File: src/design/cslmc_pkg.sv
// ----------------------------------------------------------------------------
// cslmc_pkg: shared types and constants for the chained LED matrix controller
// Transaction structs, event and result codes, select tables, bit reversal.
// ----------------------------------------------------------------------------
package cslmc_pkg;

    localparam int RING_BYTES = 32;
    localparam int WORD_BITS  = 16;
    localparam int RING_WORDS = RING_BYTES / 2;
    localparam int CELL_IDX_W = $clog2(RING_WORDS);
    localparam int BITS_W     = $clog2(WORD_BITS + 1);
    localparam int BIT_IDX_W  = $clog2(WORD_BITS);

    localparam logic [7:0]          IDLE_TIMEOUT_RESET = 8'd4;
    localparam logic [BITS_W-1:0]   BITS_FULL          = BITS_W'(WORD_BITS);

    // Input event codes
    localparam logic [1:0] OP_RISE = 2'd0;
    localparam logic [1:0] OP_FALL = 2'd1;
    localparam logic [1:0] OP_TICK = 2'd2;
    localparam logic [1:0] OP_NONE = 2'd3;

    // Result kinds
    localparam logic [1:0] KIND_CHAIN = 2'd0;
    localparam logic [1:0] KIND_FRAME = 2'd1;
    localparam logic [1:0] KIND_NONE  = 2'd2;

    typedef struct packed {
        logic [1:0] opcode;
        logic       chain_data_in;
    } in_item_t;

    typedef struct packed {
        logic [1:0] kind;
        logic       chain_clock_out;
        logic       chain_data_out;
        logic [7:0] select_low_group;
        logic [7:0] select_high_group;
        logic [7:0] lower_rows;
        logic [7:0] upper_rows;
    } out_item_t;

    // Active-low select for columns 0..7
    function automatic logic [7:0] sel_low(input logic [3:0] col);
        logic [7:0] r;
        case (col)
            4'd0:    r = 8'd127;
            4'd1:    r = 8'd191;
            4'd2:    r = 8'd223;
            4'd3:    r = 8'd239;
            4'd4:    r = 8'd247;
            4'd5:    r = 8'd251;
            4'd6:    r = 8'd253;
            4'd7:    r = 8'd254;
            default: r = 8'd255;
        endcase
        return r;
    endfunction

    // Active-low select for columns 8..15
    function automatic logic [7:0] sel_high(input logic [3:0] col);
        logic [7:0] r;
        case (col)
            4'd8:    r = 8'd254;
            4'd9:    r = 8'd253;
            4'd10:   r = 8'd251;
            4'd11:   r = 8'd247;
            4'd12:   r = 8'd239;
            4'd13:   r = 8'd223;
            4'd14:   r = 8'd191;
            4'd15:   r = 8'd127;
            default: r = 8'd255;
        endcase
        return r;
    endfunction

    function automatic logic [7:0] flip_byte(input logic [7:0] v);
        logic [7:0] r;
        for (int i = 0; i < 8; i++) begin
            r[i] = v[7-i];
        end
        return r;
    endfunction

endpackage

File: src/design/cslmc_cell.sv
// ----------------------------------------------------------------------------
// cslmc_cell: one column word of the scrolling display ring
// Holds two display bytes; on scroll it takes the word of its neighbor.
// ----------------------------------------------------------------------------
module cslmc_cell (
    input  logic        clk,
    input  logic        rst_n,
    input  logic        shift,
    input  logic [15:0] neighbor_word,
    output logic [15:0] word
);
    import cslmc_pkg::*;

    logic [15:0] word_reg;
    logic [15:0] word_next;

    // Take the neighbor's word on scroll, else hold
    always_comb
    begin
        word_next = shift ? neighbor_word : word_reg;
    end

    always_ff @(posedge clk or negedge rst_n)
    begin
        if (!rst_n)
        begin
            word_reg <= '0;
        end
        else
        begin
            word_reg <= word_next;
        end
    end

    assign word = word_reg;

endmodule

File: src/design/chained_scrolling_led_matrix_controller_top.sv
// ----------------------------------------------------------------------------
// chained_scrolling_led_matrix_controller_top: cascadable LED matrix controller
// Serial chain shifter, scrolling column ring and column refresh scanner.
// ----------------------------------------------------------------------------
// Usage:
//   in_valid/in_stall/in_data carry one pin event per transaction: a rising
//   or falling chain clock edge, a refresh tick, or no event. Every input
//   transaction yields exactly one output transaction on out_valid/out_stall/
//   out_data: a chain pin update, a driver frame, or nothing to drive.
//   The display store is a ring of 16 word cells kept in start order; a
//   completed 16-bit word scrolls the whole ring by one cell, all cells at once.
//   Each accepted transaction's result is registered into the output stage;
//   the block accepts one transaction per cycle while in_stall is low.
//   A two-entry output stage (result register plus skid register) lets the
//   block keep accepting while one result waits; in_stall rises only when
//   both entries are full and falls as soon as out_stall releases.
//   cfg_write/cfg_data load the idle timeout (refresh ticks without a falling
//   edge before a partial word is dropped); the user must write it while
//   the block is idle, which it does not enforce. Reset clears the ring, the
//   shifter and scanner, loads a timeout of 4 and empties the output stage.
// ----------------------------------------------------------------------------
module chained_scrolling_led_matrix_controller_top (
    input  logic                  clk,
    input  logic                  rst_n,
    input  logic                  in_valid,
    output logic                  in_stall,
    input  cslmc_pkg::in_item_t   in_data,
    output logic                  out_valid,
    input  logic                  out_stall,
    output cslmc_pkg::out_item_t  out_data,
    input  logic                  cfg_write,
    input  logic [7:0]            cfg_data
);
    import cslmc_pkg::*;

    // Control state
    logic [15:0]       word_in_reg,    word_in_next;
    logic [BITS_W-1:0] bits_left_reg,  bits_left_next;
    logic [15:0]       word_out_reg,   word_out_next;
    logic              clk_level_reg,  clk_level_next;
    logic              data_level_reg, data_level_next;
    logic [3:0]        scan_col_reg,   scan_col_next;
    logic              blank_reg,      blank_next;
    logic [15:0]       idle_reg,       idle_next;
    logic [7:0]        timeout_reg;

    // Output stage
    logic              ov_reg;
    out_item_t         op_reg;
    logic              sv_reg;
    out_item_t         sp_reg;

    logic              in_fire;
    logic              out_free;
    logic              scroll;
    out_item_t         result;
    logic [15:0]       cell_word [RING_WORDS];
    logic [15:0]       word_set;
    logic [BITS_W-1:0] bits_dec;
    logic [3:0]        scan_col_inc;
    logic [15:0]       col_word;

    assign in_fire  = in_valid && !sv_reg;
    assign out_free = !ov_reg || !out_stall;

    // Ring of word cells; cell k holds the word at start + k
    genvar k;
    generate
        for (k = 0; k < RING_WORDS; k++)
        begin : g_cell
            logic [15:0] nb;
            if (k == RING_WORDS - 1)
            begin : g_tail
                assign nb = word_set;
            end
            else
            begin : g_body
                assign nb = cell_word[k+1];
            end
            cslmc_cell u_cell (
                .clk           (clk),
                .rst_n         (rst_n),
                .shift         (scroll),
                .neighbor_word (nb),
                .word          (cell_word[k])
            );
        end
    endgenerate

    // Column that a real frame shows next
    assign scan_col_inc = scan_col_reg + 4'd1;
    assign col_word     = cell_word[scan_col_inc[CELL_IDX_W-1:0]];

    // Event decode and next state
    always_comb
    begin
        word_in_next    = word_in_reg;
        bits_left_next  = bits_left_reg;
        word_out_next   = word_out_reg;
        clk_level_next  = clk_level_reg;
        data_level_next = data_level_reg;
        scan_col_next   = scan_col_reg;
        blank_next      = blank_reg;
        idle_next       = idle_reg;
        scroll          = 1'b0;
        result          = '0;
        bits_dec        = bits_left_reg - BITS_W'(1);
        word_set        = word_in_reg;
        word_set[bits_dec[BIT_IDX_W-1:0]] = word_in_reg[bits_dec[BIT_IDX_W-1:0]]
                                          | in_data.chain_data_in;

        case (in_data.opcode)
            OP_RISE:
            begin
                clk_level_next  = 1'b0;
                data_level_next = word_out_reg[bits_dec[BIT_IDX_W-1:0]];
                if (bits_dec == '0)
                begin
                    // Word complete: pass on the next word and scroll
                    word_out_next  = cell_word[1];
                    scroll         = in_fire;
                    word_in_next   = '0;
                    bits_left_next = BITS_FULL;
                end
                else
                begin
                    word_in_next   = word_set;
                    bits_left_next = bits_dec;
                end
                result.kind            = KIND_CHAIN;
                result.chain_clock_out = 1'b0;
                result.chain_data_out  = data_level_next;
            end
            OP_FALL:
            begin
                clk_level_next         = 1'b1;
                idle_next              = '0;
                result.kind            = KIND_CHAIN;
                result.chain_clock_out = 1'b1;
                result.chain_data_out  = data_level_reg;
            end
            OP_TICK:
            begin
                result.kind = KIND_FRAME;
                if (blank_reg)
                begin
                    blank_next = 1'b0;
                end
                else
                begin
                    blank_next        = 1'b1;
                    scan_col_next     = scan_col_inc;
                    result.upper_rows = col_word[15:8];
                    result.lower_rows = flip_byte(col_word[7:0]);
                end
                result.select_low_group  = sel_low(scan_col_next);
                result.select_high_group = sel_high(scan_col_next);
                idle_next = idle_reg + 16'd1;
                // Drop a partial word on idle timeout
                if (idle_next == {8'd0, timeout_reg})
                begin
                    word_in_next   = '0;
                    bits_left_next = BITS_FULL;
                end
            end
            OP_NONE:
            begin
                result.kind = KIND_NONE;
            end
            default:
            begin
                result.kind = KIND_NONE;
            end
        endcase
    end

    // Hold state; advance on each accepted transaction
    always_ff @(posedge clk or negedge rst_n)
    begin
        if (!rst_n)
        begin
            word_in_reg    <= '0;
            bits_left_reg  <= BITS_FULL;
            word_out_reg   <= '0;
            clk_level_reg  <= 1'b0;
            data_level_reg <= 1'b0;
            scan_col_reg   <= '0;
            blank_reg      <= 1'b0;
            idle_reg       <= '0;
            timeout_reg    <= IDLE_TIMEOUT_RESET;
        end
        else
        begin
            if (cfg_write)
            begin
                timeout_reg <= cfg_data;
            end
            if (in_fire)
            begin
                word_in_reg    <= word_in_next;
                bits_left_reg  <= bits_left_next;
                word_out_reg   <= word_out_next;
                clk_level_reg  <= clk_level_next;
                data_level_reg <= data_level_next;
                scan_col_reg   <= scan_col_next;
                blank_reg      <= blank_next;
                idle_reg       <= idle_next;
            end
        end
    end

    // Output register with skid entry
    always_ff @(posedge clk or negedge rst_n)
    begin
        if (!rst_n)
        begin
            ov_reg <= 1'b0;
            sv_reg <= 1'b0;
        end
        else if (out_free)
        begin
            if (sv_reg)
            begin
                ov_reg <= 1'b1;
                sv_reg <= 1'b0;
            end
            else
            begin
                ov_reg <= in_fire;
            end
        end
        else if (in_fire)
        begin
            sv_reg <= 1'b1;
        end
    end

    always_ff @(posedge clk)
    begin
        if (out_free)
        begin
            if (sv_reg)
            begin
                op_reg <= sp_reg;
            end
            else if (in_fire)
            begin
                op_reg <= result;
            end
        end
        else if (in_fire)
        begin
            sp_reg <= result;
        end
    end

    assign in_stall  = sv_reg;
    assign out_valid = ov_reg;
    assign out_data  = op_reg;

endmodule

File: config.mk
export PLATFORM = sky130hd
export DESIGN_NAME = chained_scrolling_led_matrix_controller_top
export DESIGN_NICKNAME = d
export VERILOG_FILES = /design/src/design/cslmc_pkg.sv /design/src/design/cslmc_cell.sv /design/src/design/chained_scrolling_led_matrix_controller_top.sv
export SDC_FILE = /design/constraint.sdc
export NUM_CORES = 1
export LEC_CHECK = 0
export BUFFER_PORTS_ARGS = -buffer_cell sky130_fd_sc_hd__buf_2
export CORE_UTILIZATION = 60
export CTS_CLUSTER_DIAMETER = 100
export DETAILED_ROUTE_END_ITERATION = 8
export PLACE_DENSITY = 0.8
export SETUP_SLACK_MARGIN = 0.1
export SLEW_MARGIN = 5
export SYNTH_ARGS = -nofsm -noshare
export SYNTH_HDL_FRONTEND = slang
export SYNTH_SLANG_ARGS = --single-unit
export TNS_END_PERCENT = 20
File: constraint.sdc
create_clock -name clk -period 4.7 [get_ports clk]
set_input_delay 0.235 -clock clk [delete_from_list [all_inputs] [get_ports clk]]
set_output_delay 0.235 -clock clk [all_outputs]
set_load 0.005 [all_outputs]
== Word-level counts from Yosys, hierarchy flattened ==
Memories as Yosys holds them, arrays and structs flattened.
Cells that the tools add are included.
Widths: inputs -> output; s select.
Storage, ports and cells
  bits in registers: 397
  latch bits: 0
  memory bits (writable): 0
  bits in read-only memories: 192
  input port bits: 16
  output and inout bits: 38
  logic and storage cells: 108
  memories kept: 2
Cells by class
  add/subtract/negate cells: 3
  $mul: 0
  div/mod/pow operators: 0
  magnitude comparators: 3
  eq/ne operators: 5
  shifts and indexed selects: 0
  mux-type cells: 32
  bitwise logic cells: 3
  reduce and logical (&&, ||, !) cells: 20
Memories
  (name not given): depth 16, width 8, read ports 1, clocked after Yosys merged registers in 0, write ports 0, line cslmc_pkg.sv:63  | case (col)
  (name not given): depth 8, width 8, read ports 1, clocked after Yosys merged registers in 0, write ports 0, line cslmc_pkg.sv:46  | case (col)
Operator list (number)
  $mux 16: 5
  $mux 36: 2
  $bmux 16 s4: 1
  $pmux 16 s2: 2
  $mux 32: 1
  $add 16x1->16 const B: 1
  $bwmux 16: 1
  $eq 16x8->1: 1
  $mux 5: 2
  $pmux 5 s2: 1
  $reduce_and 2->1: 5
  $mux 1: 9
  $bmux 1 s4: 2
  $mux 4: 2
  $mux 8: 1
  $reduce_bool 2->1: 4
  $pmux 2 s3: 1
  $reduce_and 3->1: 2
  $ge 5x5->1 const B: 1
  $logic_not 5->1: 1
  $lt 4x5->1 const B: 1
  $not 4->5: 1
  $sub 5x1->5 const B: 1
  $add 4x1->4 const B: 1
  other kinds (13): 17

== Logic depth before layout (Yosys ltp) ==
  depth in word-level cells: 9
  gate-level depth with buffers: 13
  gate-level depth less buffers: 9

== Modules after synthesis ==
From an unflattened synthesis, not the netlist that was laid out.
Unflattened totals
  cell total of the unflattened synthesis: 1316
  area, all modules: 19620.1 sq um
By module, submodules not included
  cslmc_cell: times used 16, cells an instance 34, area an instance 649.4 sq um
  chained_scrolling_led_matrix_controller_top: times used 1, cells an instance 772, area an instance 9230.1 sq um

== Worst setup path before layout ==
OpenSTA, ideal clock, no wires.
  kind: reg2reg
  from: register sv_reg (netlist: in_stall)
  to: register op_reg, in the netlist out_data[0] (enable)
  setup time: 441 ps
  data arrival time: 2971 ps
  data required time: 4259 ps
  setup slack: 1287 ps
  stages on the path, launching flop included: 5
  path buffers: 2
  path through: dfrtp_1 -> clkbuf_1 -> buf_1 -> nor2_1 -> a21oi_1
Between the ends
  word-level cells in the longest chain between the ends: 4
RTL lines
  from (decl): line chained_scrolling_led_matrix_controller_top.sv:50  | logic sv_reg;
  from (signal assigned): line chained_scrolling_led_matrix_controller_top.sv:218  | sv_reg <= 1'b0;
  from (signal assigned): line chained_scrolling_led_matrix_controller_top.sv:225  | sv_reg <= 1'b0;
  from (signal assigned): line chained_scrolling_led_matrix_controller_top.sv:234  | sv_reg <= 1'b1;
  $logic_not 1->1: line chained_scrolling_led_matrix_controller_top.sv:63  | assign in_fire = in_valid && !sv_reg;
  $logic_and 1x1->1: line chained_scrolling_led_matrix_controller_top.sv:63
  $reduce_bool 2->1 (no source line) (*)
  $reduce_and 2->1 (no source line) (*)
  to (signal assigned): line chained_scrolling_led_matrix_controller_top.sv:244  | op_reg <= sp_reg;
  to (signal assigned): line chained_scrolling_led_matrix_controller_top.sv:248  | op_reg <= result;
  to (decl): line chained_scrolling_led_matrix_controller_top.sv:49  | out_item_t op_reg;
Every way passes the cells marked *; elsewhere a longest branch is shown, timed or not.
A chain may end at the register's enable or synchronous reset.

== Worst setup path in the final report ==
  from: register bits_left_reg[0]
  to: register word_in_reg[10]
Between the ends
  word-level cells in the longest chain between the ends: 8
RTL lines
  from (decl): line chained_scrolling_led_matrix_controller_top.sv:38  | logic [BITS_W-1:0] bits_left_reg, bits_left_next;
  from (signal assigned): line chained_scrolling_led_matrix_controller_top.sv:201  | bits_left_reg <= bits_left_next;
  $sub 5x1->5 (*): line chained_scrolling_led_matrix_controller_top.sv:107  | bits_dec = bits_left_reg - BITS_W'(1);
  $lt 4x5->1 (implied by the code) or $ge 4x1->1 (tied branches): line chained_scrolling_led_matrix_controller_top.sv:109  | word_set[bits_dec[BIT_IDX_W-1:0]] = word_in_reg[bits_dec[BIT_IDX_W-1:0]]
  $logic_and 1x1->1 (implied by the code): line chained_scrolling_led_matrix_controller_top.sv:109
  $mux 1 (implied by the code): line chained_scrolling_led_matrix_controller_top.sv:109
  $demux 1 s4: line chained_scrolling_led_matrix_controller_top.sv:109
  $bwmux 16: line chained_scrolling_led_matrix_controller_top.sv:109
  $mux 16 (*): line chained_scrolling_led_matrix_controller_top.sv:117  | if (bits_dec == '0)
  $pmux 16 s2 (*): line chained_scrolling_led_matrix_controller_top.sv:112  | case (in_data.opcode)
  to (signal assigned): line chained_scrolling_led_matrix_controller_top.sv:200  | word_in_reg <= word_in_next;
  to (decl): line chained_scrolling_led_matrix_controller_top.sv:37  | logic [15:0] word_in_reg, word_in_next;
Every way passes the cells marked *; elsewhere a longest branch is shown, timed or not. The select of a mux whose other input is x is not followed.

==> results.md <==
- Critical-path cell list: inv_1, ha_1, mux4_2, nand2_1, nor2_1, a211oi_1, o21a_1, a311oi_1, mux2_4
- Post-route insts no fill: between 1500 and 2000
- DR WL/cell: about 20 um
- CTS Buf Count: 40
- Worst slew pin tran: 1130 ps
- I/O pin total: 54
- Final hold vios: 0
- Final weighted congestion in routability-driven placement: 0.830
- Slew margin rel.: 0.242
- Clk pwr share: 0.343
- RR Startpoint: bits_left_reg[0]
- Ys async rst share: 0.811
- Switching power: roughly 3.2 mW
- Final Core Density: 0.690
- Final setup viols: 0
- Most frequent cells in the layout: dfrtp_1, mux2_2, nand2_1
- Post-synthesis cell count: 1285
- Max-Cap Viols: 0
- Final min period: between 3000 and 4000 ps
- WP data required: ~5100 ps
- Initial DRC Count: between 800 and 900
- CP peak stage delay: 790 ps
- Drt first pass iters: 5
- Clk_lat worst skew: between 500 and 600 ps
- Post-synthesis cell type count: 55
- Syn nets: 1312
- Internal power: between 6 and 7 mW
- Peak Freq: 273 MHz
- Post-Synth XOR/XNOR Area: 0.0117
- Seq pwr share: 0.397
- Mux contribution to synthesized area: 0.291
- Die area: 0.0306 mm2
- Port-buffer cells: 53
- Final nets: 1343
- First-pass GRT wire length: 58200 um
- WP data arrival: roughly 4100 ps
- Origin of the worst setup path: bits_left_reg[0]
- Area Growth Syn to Fin: 11.9%
- Final slew viol count: 0
- Clock sinks: about 380
- Clock Path Buffers: 3
- Drt via density: 6.14
- Sequential share of the synthesized area: 0.552
- Worst path slowest cell: dfrtp_1
- Post-Synth Simple-Gate Area: 0.0680
- Reg2reg setup slack: 1040 ps
- Number of flip-flops under the largest register name: 240
- Main synth FF type: dfrtp_1
- Cell Area, Placed: 0.0185 mm2
- Initial antenna violation count: 1
- Pleak: ~9.3 nW
- Hold Crit Class: primary input to flip-flop
- Final ANT Viol Nets: 0
- Post-synth EDFFs: 72
- Yosys warning count: 0
- Setup WS pre-CTS: 1060 ps
- Unrepaired setup endpoints after global routing: no
- Largest net degree at the start of global routing: 130
- Peak fanout along the critical path: 20
- Routed vias: 10633
- Reg clk slew, reported paths: 60 ps
- Pwr Total: 10.1 mW
- VDD IR max: ~0.44 mV
- Comb pwr share: 0.260
- Share of layout cells above drive strength 1: 0.397
- Root Buffer: clkbuf_16
- R2R cell count: 9
- Drt total wl: 35200 um
- Critical path type: flip-flop to flip-flop
- Mapped Area: 0.0179 mm2
- Row cnt: 62
- Placed cell count: 1648
- Crit end category: flip-flop
- Switching part of the total: 0.319
- Die Span Y: ~170 um
- Post-synthesis compound-gate area fraction: 0.0434
- Run status: finished clean
- GRT Total Usage: 0.240
- Vias in the first global route: 10792
- CTS tree: done
- Total core area: 0.0291 mm2
- CP Launch Type: flip-flop
- GR Overflow Total: 0
- Final WS setup: 1040 ps
- Initial Utilization: 0.617
- Hold Startpoint: out_stall
- Largest family of logic cells by synthesized area: multiplexers
- H-tree levels: 2
- DRC errors left: 0
- Avg Cell Area, Syn: 14.0 um2
- Setup_tns: 0 ps
- R2R Path End: word_in_reg[10]
- Clock Skew: just over 30 ps
- Fin Hold WS: 66.6 ps
- Pwr Density: ~500 mW/mm2
- Final period util: 0.779
- Design area: 0.0201 mm2
- Post-detail-place hpwl: 21100 um
- #FFs+latches synth: about 380
- Die X: between 150 and 200 um
- Post-CTS resize count: 0
- Synth Area in Adders: 0.00767
- Most common cell after layout, fill and taps aside: dfrtp_1
- Critical path endpoint: word_in_reg[10]
-- power groups by stage --
stage                     combinational, mW  clock, mW  sequential, mW
final                                  2.62       3.46            4.00
after global routing                   2.83       3.64            4.05
after CTS                              2.62       3.52            4.00
after detailed placement               2.59          0            4.05
after global placement                 2.54          0            4.04
after floorplan                        2.03          0            3.81
-- kinds of logic (layout without fill, tap and decap cells) --
family	Yosys count	after routing
multiplexers	386	386
other	0	1
adder cells (fa/ha/maj)	11	11
flip-flops	381	381
AND/OR/NAND/NOR	255	255
XOR/XNOR	24	24
buffers and inverters	109	171
AO/OA/AOI/OAI	119	119
-- area by class of cell --
| class | count | area [um2] |
|---|---|---|
| multi-input cells | 795 | 7630 |
| inverters | 15 | 56.3 |
| diodes | 1 | 2.50 |
| well taps | 384 | 480 |
| clock inverters | 18 | 300 |
| clock buffers | 55 | 1160 |
| flip-flops and latches | 381 | 9900 |
| fillers | 1894 | 9010 |
| repair buffers | 83 | 551 |
-- timing repair --
item	in CTS	in global routing
endpoints found under the setup margin	0	0
hold endpoints to repair	133	0
buffers inserted	0	0
hold buffers	10	0
-- per-layer routing --
| metal | global-route usage | up-vias | share of wire |
|---|---|---|---|
| met3 | 0.0522 | 70 | 0.062 |
| li1 | - | 4820 | - |
| met1 | 0.331 | 5443 | 0.43 |
| met5 | 0 | - | 0 |
| met4 | 0.0815 | 0 | 0.026 |
| met2 | 0.381 | 300 | 0.48 |
-- synthesized netlist by cell type (all sizes together) (3+ instances only) --
library cell	instances	area share
nand2	109	0.023
nor3	16	0.0047
nand3b	18	0.0075
a21o	9	0.0038
o21ai	28	0.0078
ha	11	0.0077
nor2	38	0.0079
buf	44	0.013
nand3	30	0.0089
nand4	8	0.0028
dfrtp	307	0.43
nor2b	5	0.0017
mux4	72	0.090
a21oi	35	0.010
inv	15	0.0031
clkbuf	50	0.011
a311oi	18	0.0088
edfxtp	72	0.12
and3	18	0.0063
xnor2	17	0.0083
mux2i	4	0.0022
and2	3	0.0010
a22o	13	0.0063
mux2	310	0.20
xor2	7	0.0034
-- worst min path at each step --
| stage | cells past startpoint | to | slack [ps] |
|---|---|---|---|
| finish | 3 | out_valid | 70 |
| global placement | 1 | g_cell[10].u_cell.word[0] | 420 |
| CTS | 3 | out_valid | 50 |
| detailed placement | 1 | g_cell[11].u_cell.word[0] | 420 |
| global route | 2 | sp_reg[35] | 90 |
| floorplan | 0 | bits_left_reg[0] | -60 |
-- critical path, delay by kind of cell, from the launching register on --
kind            cells  cell delay (ps)
compound gates      3             1200
fa+ha+maj           1              560
buf+inv             1              200
flops               1              790
mux                 2              670
simple gates        2              130
No activity file was read; power rests on OpenSTA's default activity.
